$ cat config.mk
export PLATFORM = sky130hd
export DESIGN_NAME = ota_invitation_parser
export DESIGN_NICKNAME = d
export VERILOG_FILES = /design/src/rtl/oip_pkg.sv /design/src/rtl/oip_front.sv /design/src/rtl/oip_back.sv /design/src/rtl/ota_invitation_parser.sv
export SDC_FILE = /design/constraint.sdc
export NUM_CORES = 1
export LEC_CHECK = 0
export BUFFER_PORTS_ARGS = -buffer_cell sky130_fd_sc_hd__buf_2
export CAP_MARGIN = 20
export CORE_MARGIN = 4
export CORE_UTILIZATION = 37
export CTS_CLUSTER_SIZE = 16
export DETAILED_ROUTE_END_ITERATION = 7
export PLACE_DENSITY = 0.6
export SYNTH_ARGS = -nofsm -noshare
export SYNTH_HDL_FRONTEND = slang
export SYNTH_SLANG_ARGS = --single-unit
$ cat constraint.sdc
create_clock -name i_clk -period 5.1 [get_ports i_clk]
set_clock_uncertainty 0.15 [all_clocks]
set_input_delay 0.51 -clock i_clk [delete_from_list [all_inputs] [get_ports i_clk]]
set_output_delay 0.51 -clock i_clk [all_outputs]
set_load 0.05 [all_outputs]
$ cat src/rtl/oip_pkg.sv
// ----------------------------------------------------------------------------
// oip_pkg
// Shared types and constants for the update-invitation datagram parser.
// ----------------------------------------------------------------------------
package oip_pkg;

    // number of hex digits in the digest field
    localparam int DIGEST_HEX_DIGITS = 32;
    localparam int HEX_CNT_W         = 6;

    // queue between the byte classifier and the parser
    localparam int QUEUE_DEPTH = 4;
    localparam int QPTR_W      = $clog2(QUEUE_DEPTH);
    localparam int QCNT_W      = $clog2(QUEUE_DEPTH + 1);

    // field limits
    localparam logic [31:0] CMD_HUNDRED = 32'd100;
    localparam logic [6:0]  CMD_CODE_HUNDRED = 7'd100;

    // character codes
    localparam logic [7:0] CH_SPACE = 8'h20;
    localparam logic [7:0] CH_CR    = 8'h0d;
    localparam logic [7:0] CH_LF    = 8'h0a;
    localparam logic [7:0] CH_ZERO  = 8'h30;
    localparam logic [7:0] CH_NINE  = 8'h39;
    localparam logic [7:0] CH_LA    = 8'h61;
    localparam logic [7:0] CH_LF_HEX = 8'h66;
    localparam logic [7:0] CH_UA    = 8'h41;
    localparam logic [7:0] CH_UF    = 8'h46;

    // parser phase, one-hot
    typedef enum logic [6:0] {
        PH_COMMAND = 7'b0000001,
        PH_PORT    = 7'b0000010,
        PH_SIZE    = 7'b0000100,
        PH_DIGEST  = 7'b0001000,
        PH_DONE    = 7'b0010000,
        PH_CR      = 7'b0100000,
        PH_LF      = 7'b1000000
    } t_phase;

    // classified byte as it travels through the queue
    typedef struct packed {
        logic       is_digit;
        logic       is_hex;
        logic       is_space;
        logic       is_cr;
        logic       is_lf;
        logic [3:0] nibble;
        logic       last;
    } t_cls;

    // one parse result
    typedef struct packed {
        logic        parse_ok;
        logic [6:0]  command_code;
        logic [15:0] port_number;
        logic [31:0] image_bytes;
        logic [63:0] digest_high;
        logic [63:0] digest_low;
    } t_result;

endpackage

$ cat src/rtl/oip_front.sv
// ----------------------------------------------------------------------------
// oip_front
// Accepts datagram bytes, classifies each one and holds it in a short queue.
// ----------------------------------------------------------------------------
module oip_front (
    input  logic              i_clk,
    input  logic              i_rst_n,
    input  logic              i_valid,
    input  logic [7:0]        i_byte,
    input  logic              i_last,
    output logic              o_ready,
    output logic              o_item_valid,
    output oip_pkg::t_cls     o_item,
    input  logic              i_pop
);

    oip_pkg::t_cls                   w_cls;
    oip_pkg::t_cls                   r_mem [oip_pkg::QUEUE_DEPTH];
    logic [oip_pkg::QPTR_W-1:0]      r_wr_ptr, n_wr_ptr;
    logic [oip_pkg::QPTR_W-1:0]      r_rd_ptr, n_rd_ptr;
    logic [oip_pkg::QCNT_W-1:0]      r_count, n_count;
    logic                            w_push;
    logic                            w_pop;
    logic                            w_lower, w_upper;

    // byte classification
    always_comb begin
        w_lower = (i_byte >= oip_pkg::CH_LA) && (i_byte <= oip_pkg::CH_LF_HEX);
        w_upper = (i_byte >= oip_pkg::CH_UA) && (i_byte <= oip_pkg::CH_UF);
        w_cls.is_digit = (i_byte >= oip_pkg::CH_ZERO) && (i_byte <= oip_pkg::CH_NINE);
        w_cls.is_hex   = w_cls.is_digit || w_lower || w_upper;
        w_cls.is_space = (i_byte == oip_pkg::CH_SPACE);
        w_cls.is_cr    = (i_byte == oip_pkg::CH_CR);
        w_cls.is_lf    = (i_byte == oip_pkg::CH_LF);
        // letters a-f and A-F share the low nibble 1..6
        w_cls.nibble   = w_cls.is_digit ? i_byte[3:0] : (i_byte[3:0] + 4'd9);
        w_cls.last     = i_last;
    end

    // queue handshake
    assign o_ready      = (r_count != oip_pkg::QCNT_W'(oip_pkg::QUEUE_DEPTH));
    assign o_item_valid = (r_count != '0);
    assign o_item       = r_mem[r_rd_ptr];
    assign w_push       = i_valid && o_ready;
    assign w_pop        = i_pop && o_item_valid;

    // pointer and fill count update
    always_comb begin
        n_wr_ptr = r_wr_ptr;
        n_rd_ptr = r_rd_ptr;
        n_count  = r_count;
        if (w_push) begin
            n_wr_ptr = (r_wr_ptr == oip_pkg::QPTR_W'(oip_pkg::QUEUE_DEPTH - 1)) ?
                       '0 : r_wr_ptr + 1'b1;
        end
        if (w_pop) begin
            n_rd_ptr = (r_rd_ptr == oip_pkg::QPTR_W'(oip_pkg::QUEUE_DEPTH - 1)) ?
                       '0 : r_rd_ptr + 1'b1;
        end
        if (w_push && !w_pop) begin
            n_count = r_count + 1'b1;
        end else if (w_pop && !w_push) begin
            n_count = r_count - 1'b1;
        end
    end

    always_ff @(posedge i_clk) begin
        if (!i_rst_n) begin
            r_wr_ptr <= '0;
            r_rd_ptr <= '0;
            r_count  <= '0;
        end else begin
            r_wr_ptr <= n_wr_ptr;
            r_rd_ptr <= n_rd_ptr;
            r_count  <= n_count;
        end
    end

    // queue storage, no reset needed
    always_ff @(posedge i_clk) begin
        if (w_push) begin
            r_mem[r_wr_ptr] <= w_cls;
        end
    end

endmodule

$ cat src/rtl/oip_back.sv
// ----------------------------------------------------------------------------
// oip_back
// Runs the datagram grammar on classified bytes and registers the result.
// ----------------------------------------------------------------------------
module oip_back (
    input  logic              i_clk,
    input  logic              i_rst_n,
    input  logic              i_item_valid,
    input  oip_pkg::t_cls     i_item,
    output logic              o_pop,
    output logic              o_out_valid,
    output oip_pkg::t_result  o_result,
    input  logic              i_out_ready
);

    oip_pkg::t_phase                r_phase, n_phase;
    logic [31:0]                    r_acc, n_acc;
    logic                           r_seen, n_seen;
    logic                           r_lz, n_lz;
    logic                           r_hundred, n_hundred;
    logic [15:0]                    r_port, n_port;
    logic [oip_pkg::HEX_CNT_W-1:0]  r_hex_cnt, n_hex_cnt;
    logic [127:0]                   r_digest, n_digest;
    logic                           r_failed, n_failed;
    logic                           r_out_valid, n_out_valid;
    oip_pkg::t_result               r_result, n_result;
    logic [35:0]                    w_next;
    logic                           w_over;
    logic                           w_ok;
    logic [oip_pkg::HEX_CNT_W-1:0]  w_cnt_inc;

    // a non-final byte never needs the output slot
    assign o_pop = i_item_valid && (!i_item.last || !r_out_valid || i_out_ready);

    // decimal step: acc * 10 + digit
    assign w_next = ({4'b0, r_acc} << 3) + ({4'b0, r_acc} << 1) + {32'b0, i_item.nibble};
    assign w_over = (r_phase == oip_pkg::PH_SIZE) ? (w_next[35:32] != '0)
                                                   : (w_next[35:16] != '0);
    assign w_cnt_inc = r_hex_cnt + 1'b1;

    // grammar step
    always_comb begin
        n_phase   = r_phase;
        n_acc     = r_acc;
        n_seen    = r_seen;
        n_lz      = r_lz;
        n_hundred = r_hundred;
        n_port    = r_port;
        n_hex_cnt = r_hex_cnt;
        n_digest  = r_digest;
        n_failed  = r_failed;
        n_result  = r_result;
        n_out_valid = r_out_valid && !i_out_ready;
        w_ok      = 1'b0;
        if (o_pop && !r_failed) begin
            unique case (r_phase) inside
                oip_pkg::PH_COMMAND, oip_pkg::PH_PORT, oip_pkg::PH_SIZE: begin
                    if (i_item.is_digit) begin
                        if ((r_seen && r_lz) || w_over) begin
                            n_failed = 1'b1;
                        end else begin
                            if (!r_seen) begin
                                n_lz = (i_item.nibble == 4'd0);
                            end
                            n_seen = 1'b1;
                            n_acc  = w_next[31:0];
                        end
                    end else if (i_item.is_space) begin
                        if (!r_seen) begin
                            n_failed = 1'b1;
                        end else if (r_phase == oip_pkg::PH_COMMAND) begin
                            if (r_acc != '0 && r_acc != oip_pkg::CMD_HUNDRED) begin
                                n_failed = 1'b1;
                            end else begin
                                n_hundred = (r_acc == oip_pkg::CMD_HUNDRED);
                                n_acc     = '0;
                                n_phase   = oip_pkg::PH_PORT;
                                n_seen    = 1'b0;
                                n_lz      = 1'b0;
                            end
                        end else if (r_acc == '0) begin
                            n_failed = 1'b1;
                        end else if (r_phase == oip_pkg::PH_PORT) begin
                            n_port  = r_acc[15:0];
                            n_acc   = '0;
                            n_phase = oip_pkg::PH_SIZE;
                            n_seen  = 1'b0;
                            n_lz    = 1'b0;
                        end else begin
                            // size is kept in the accumulator
                            n_phase = oip_pkg::PH_DIGEST;
                            n_seen  = 1'b0;
                            n_lz    = 1'b0;
                        end
                    end else begin
                        n_failed = 1'b1;
                    end
                end
                oip_pkg::PH_DIGEST: begin
                    if (i_item.is_hex) begin
                        n_digest  = {r_digest[123:0], i_item.nibble};
                        n_hex_cnt = w_cnt_inc;
                        if (w_cnt_inc >= oip_pkg::HEX_CNT_W'(oip_pkg::DIGEST_HEX_DIGITS)) begin
                            n_phase = oip_pkg::PH_DONE;
                        end
                    end else begin
                        n_failed = 1'b1;
                    end
                end
                oip_pkg::PH_DONE: begin
                    if (i_item.is_lf) begin
                        n_phase = oip_pkg::PH_LF;
                    end else if (i_item.is_cr) begin
                        n_phase = oip_pkg::PH_CR;
                    end else begin
                        n_failed = 1'b1;
                    end
                end
                oip_pkg::PH_CR: begin
                    if (i_item.is_lf) begin
                        n_phase = oip_pkg::PH_LF;
                    end else begin
                        n_failed = 1'b1;
                    end
                end
                default: begin
                    // anything after the line end fails
                    n_failed = 1'b1;
                end
            endcase
        end
        // final byte: publish the result and start over
        if (o_pop && i_item.last) begin
            w_ok = !n_failed && (n_phase == oip_pkg::PH_DONE || n_phase == oip_pkg::PH_LF);
            n_result.parse_ok     = w_ok;
            n_result.command_code = (w_ok && n_hundred) ? oip_pkg::CMD_CODE_HUNDRED : 7'd0;
            n_result.port_number  = w_ok ? n_port : 16'd0;
            n_result.image_bytes  = w_ok ? n_acc : 32'd0;
            n_result.digest_high  = w_ok ? n_digest[127:64] : 64'd0;
            n_result.digest_low   = w_ok ? n_digest[63:0] : 64'd0;
            n_out_valid = 1'b1;
            n_phase   = oip_pkg::PH_COMMAND;
            n_acc     = '0;
            n_seen    = 1'b0;
            n_lz      = 1'b0;
            n_hundred = 1'b0;
            n_port    = '0;
            n_hex_cnt = '0;
            n_digest  = '0;
            n_failed  = 1'b0;
        end
    end

    // parse state
    always_ff @(posedge i_clk) begin
        if (!i_rst_n) begin
            r_phase     <= oip_pkg::PH_COMMAND;
            r_acc       <= '0;
            r_seen      <= 1'b0;
            r_lz        <= 1'b0;
            r_hundred   <= 1'b0;
            r_port      <= '0;
            r_hex_cnt   <= '0;
            r_digest    <= '0;
            r_failed    <= 1'b0;
            r_out_valid <= 1'b0;
        end else begin
            r_phase     <= n_phase;
            r_acc       <= n_acc;
            r_seen      <= n_seen;
            r_lz        <= n_lz;
            r_hundred   <= n_hundred;
            r_port      <= n_port;
            r_hex_cnt   <= n_hex_cnt;
            r_digest    <= n_digest;
            r_failed    <= n_failed;
            r_out_valid <= n_out_valid;
        end
    end

    // result payload, no reset needed
    always_ff @(posedge i_clk) begin
        r_result <= n_result;
    end

    assign o_out_valid = r_out_valid;
    assign o_result    = r_result;

endmodule

$ cat src/rtl/ota_invitation_parser.sv
// ----------------------------------------------------------------------------
// ota_invitation_parser
// Parses an update-invitation datagram received one byte per request.
// ----------------------------------------------------------------------------
// Throughput: one byte per cycle while a stalled result has not filled the queue.
// A final byte passes two register stages (queue write, then parser step into
// the output register) before its result is valid.
// A 4-entry queue lets the byte side keep going while a result is stalled.
// Reset: synchronous active-low, clears queue, parse state and output valid.
module ota_invitation_parser (
    input  logic         i_clk,
    input  logic         i_rst_n,
    input  logic         i_s_axis_tvalid,
    output logic         o_s_axis_tready,
    // [7:0] rx_byte
    input  logic [7:0]   i_s_axis_tdata,
    input  logic         i_s_axis_tlast,
    output logic         o_m_axis_tvalid,
    input  logic         i_m_axis_tready,
    // [6:0] command_code, [22:7] port_number, [54:23] image_bytes,
    // [118:55] digest_high, [182:119] digest_low, [183] zero
    output logic [183:0] o_m_axis_tdata,
    // [0] parse_ok
    output logic         o_m_axis_tuser
);

    logic              w_item_valid;
    oip_pkg::t_cls     w_item;
    logic              w_pop;
    oip_pkg::t_result  w_result;

    oip_front u_front (
        .i_clk        (i_clk),
        .i_rst_n      (i_rst_n),
        .i_valid      (i_s_axis_tvalid),
        .i_byte       (i_s_axis_tdata),
        .i_last       (i_s_axis_tlast),
        .o_ready      (o_s_axis_tready),
        .o_item_valid (w_item_valid),
        .o_item       (w_item),
        .i_pop        (w_pop)
    );

    oip_back u_back (
        .i_clk        (i_clk),
        .i_rst_n      (i_rst_n),
        .i_item_valid (w_item_valid),
        .i_item       (w_item),
        .o_pop        (w_pop),
        .o_out_valid  (o_m_axis_tvalid),
        .o_result     (w_result),
        .i_out_ready  (i_m_axis_tready)
    );

    // result packing
    assign o_m_axis_tdata = {1'b0, w_result.digest_low, w_result.digest_high,
                             w_result.image_bytes, w_result.port_number,
                             w_result.command_code};
    assign o_m_axis_tuser = w_result.parse_ok;

endmodule

==> impl_metrics.tcl <==
set metrics [dict create \
    grt_usage 0.1563 \
    p_comb_frac 0.334 \
    clockBufferDepth 3 \
    crit_family "compound AO/OA/AOI/OAI gates" \
    fmax_ghz 0.1998 \
    ys_types 76 \
    ant_nets 0 \
    cts_buffers 44 \
    rrSetupSlack_ns 0.09 \
    setup_viol 0 \
    diodes 0 \
    grt_pass1_vias 12751 \
    slew_viol_final 0 \
    pin_count 200 \
    crit_type "register to register" \
    hold_viol_final 0 \
    hold_start "i_rst_n" \
    dieArea_sq_um 55540 \
    via_count 12795 \
    maxCapViolCount 0 \
    areaGrowthSynthToFinish_pct 21.73 \
    critPathBufInv 4 \
    seqCellArea_sq_um 10610 \
    rows 83 \
    grt_pass1_wl_um 71040 \
    antenna_found_initial 0 \
    reg2reg_to "u_back.o_result[175]" \
    swShare 0.3940 \
    place.gp.congestion 0.8579 \
    final_cell_mix "280 x nor2_1, 218 x edfxtp_1, 202 x dfxtp_1, 194 x buf_2, 173 x mux2i_1" \
    first_iter_violations 743 \
    critPathMaxFanout 8 \
    synth_edf_count 218 \
    crit_required_ns 5.38 \
    die_w_um 235.7 \
    crit_path_cell_trace "buf_6 -> mux4_2 -> ha_4 -> ha_2 -> inv_2 -> fa_2 -> nand2b_4 -> a21oi_4 -> o211a_1 -> o31a_1 -> o22ai_4 -> a2111oi_4 -> nand4b_1 -> o31ai_4 -> a21oi_2 -> or3_4 -> buf_12 -> clkbuf_16 -> nor2_4" \
    gr-total-overflow 0 \
    layout.cells.non_filler 2587 \
    multi_input_area_sq_um 8324 \
    drc_errors 0 \
    syn_area_sq_um 19180 \
    cts_tree "done" \
    wire_per_inst_um 17.75 \
    die_h_um 235.7 \
    numPlacedInstances 2475 \
    root_buffer "clkbuf_16" \
    slew_headroom 0.3618 \
    start_util 0.3739 \
    totalPowerFinal_uw 11610 \
    rsz0062_at_grt "true" \
    holdPathStages 2 \
    p_sw_uw 4575 \
    cpPeakStageDelay_ns 0.56 \
    reg2reg_depth 19 \
    grt_max_degree 134 \
    p_per_area_nw_per_um2 497.4 \
    start_kind "register" \
    critical-path-slowest-cell "mux4_2" \
    cts_htree_levels 2 \
    whs_endpoint "u_back.o_out_valid" \
    core_area_sq_um 51300 \
    viasPerCell 4.946 \
    ys_warn_count 0 \
    dp_hpwl_um 30620 \
    ys.flop_type "edfxtp_1" \
    min_period_ns 5.005 \
    postSynthAreaPerCell_sq_um 11.69 \
    clock_latency_ns 0.58 \
    synthCells 1641 \
    layout_commonest_cell "nor2_1" \
    tightest_slew_ns 0.9573 \
    path_clk_slew_ns 0.06 \
    nNetsFinal 1962 \
    post-route-period-util 0.9814 \
    outcome "complete, no violations" \
    hold_class "input pin to register" \
    ys_seq_area_frac 0.5532 \
    arrival_ns 5.29 \
    firstDrtPassIters 5 \
    final_layout_size_suffix_gt1_frac 0.2758 \
    nFillCells 4682 \
    port_buffers 194 \
    vdd_ir_drop_max_mv 0.3351 \
    leakagePower_uw 0.008747 \
    seqPwrFrac 0.392 \
    internal_power_uw 7037 \
    routed_wl_um 45920 \
    async_flop_share 0 \
    cts.sinks 421 \
    cp-end-kind "register" \
    p_clk_frac 0.273 \
    ys_ff_latch 421 \
]
==> metal layers <==
layer | part of all wire | GRT usage
met3 | 0.046 | 0.02753
met2 | 0.49 | 0.2641
met4 | 0.025 | 0.04609
met1 | 0.44 | 0.2066
met5 | 0 | 0
==> synthesized netlist by cell type, drive strengths merged, types with 3 or more instances <==
master | number | area [sq um]
o21ai | 30 | 153.9
o31a | 3 | 26.28
mux2i | 179 | 1792
nand4 | 16 | 100.1
nand2b | 10 | 62.56
edfxtp | 218 | 6546
nor2 | 399 | 2098
and3 | 17 | 106.4
o21a | 5 | 37.54
xnor2 | 18 | 157.7
mux2 | 4 | 45.04
xor2 | 19 | 166.4
ha | 74 | 925.9
dfxtp | 203 | 4064
or3 | 10 | 62.56
nand2 | 62 | 232.7
nand3 | 13 | 65.06
a2111oi | 3 | 33.78
nor2b | 39 | 244.0
a211oi | 10 | 75.07
nor3b | 4 | 30.03
and2 | 10 | 62.56
o21bai | 4 | 30.03
nor3 | 16 | 80.08
clkbuf | 65 | 244.0
buf | 30 | 339.1
o211ai | 10 | 75.07
mux4 | 10 | 225.2
a21boi | 8 | 63.81
inv | 23 | 86.33
a31oi | 6 | 37.54
or2 | 3 | 18.77
o211a | 4 | 40.04
a21o | 12 | 90.09
and4 | 4 | 35.03
a21oi | 47 | 250.2
nor4 | 11 | 68.82
fa | 3 | 60.06
==> power groups by stage <==
stage	Sequential (uW)	Clock (uW)	Combinational [uW]
after floorplan	6270	0	1120
after global placement	4620	0	3750
after detailed placement	4630	0	3770
after CTS	4570	3270	3810
after global routing	4600	3420	4120
final	4560	3170	3880
==> metrics by stage <==
step	worst slack (ns)	util	hold WS [ns]	instance area, sq um	TNS (ns)
after global routing	-0.06321	0.4551	0.1115	23350	-3.121
after floorplan	0.06132	-	0.3057	19200	0
after global placement	-0.1332	0.4079	0.3237	20930	-12.83
after detailed placement	-0.2178	0.4079	0.3276	20930	-22.98
final	0.09474	0.4551	0.1192	23350	0
after CTS	0.007922	0.4419	0.08819	22670	0
==> area by class of cell <==
cell class,instances,area share
tap,680,0.03644
clock buffer,61,0.05252
inverter,23,0.003859
sequential,421,0.4545
timing repair buffer,276,0.08666
multi-input combinational,1106,0.3565
clock inverter,20,0.009486
==> sequential cells by signal, indices dropped and copies added (netlist names), named ones only <==
register,count
u_front.r_mem,40
u_back.r_port,16
u_front.r_wr_ptr,2
u_front.r_rd_ptr,2
u_back.o_result,178
u_back.r_acc,32
u_back.r_hundred,1
u_back.o_out_valid,1
u_back.r_seen,1
u_back.r_phase,7
u_back.r_digest,128
u_back.r_failed,1
u_back.r_hex_cnt,6
u_back.r_lz,1
u_front.r_count,3
==> repair_timing <==
item,4_1_cts,5_1_grt
hold endpoints to repair,4,0
gates resized for setup,19,100
pin swaps,8,73
setup buffers,6,8
setup endpoints to repair,181,189
cloned,5,13
hold buffers,1,0
==> logic make-up (layout without fill, tap and decap cells) <==
| family | after synthesis | after routing | share of synthesized area |
|---|---|---|---|
| compound gates | 166 | 166 | 0.05891 |
| xor+xnor | 37 | 37 | 0.01690 |
| fa+ha+maj | 77 | 77 | 0.05141 |
| buf+inv | 118 | 380 | 0.03490 |
| flops | 421 | 421 | 0.5532 |
| mux | 193 | 193 | 0.1075 |
| other cells | 1 | 5 | 0.0001955 |
| simple gates | 628 | 628 | 0.1770 |
==> how the worst max path moves through the flow <==
stage	start	endpoint	slack (ns)	cells after the start
after global placement	register	u_back.o_result[117]	-0.13	18
after CTS	register	u_back.o_result[14]	0.008	19
after floorplan	register	u_back.o_result[35]	0.06	19
after global routing	register	u_back.o_result[158]	-0.06	19
final	register	u_back.o_result[175]	0.09	19
after detailed placement	register	u_back.o_result[97]	-0.22	18
(Power assumes the default switching activity.)
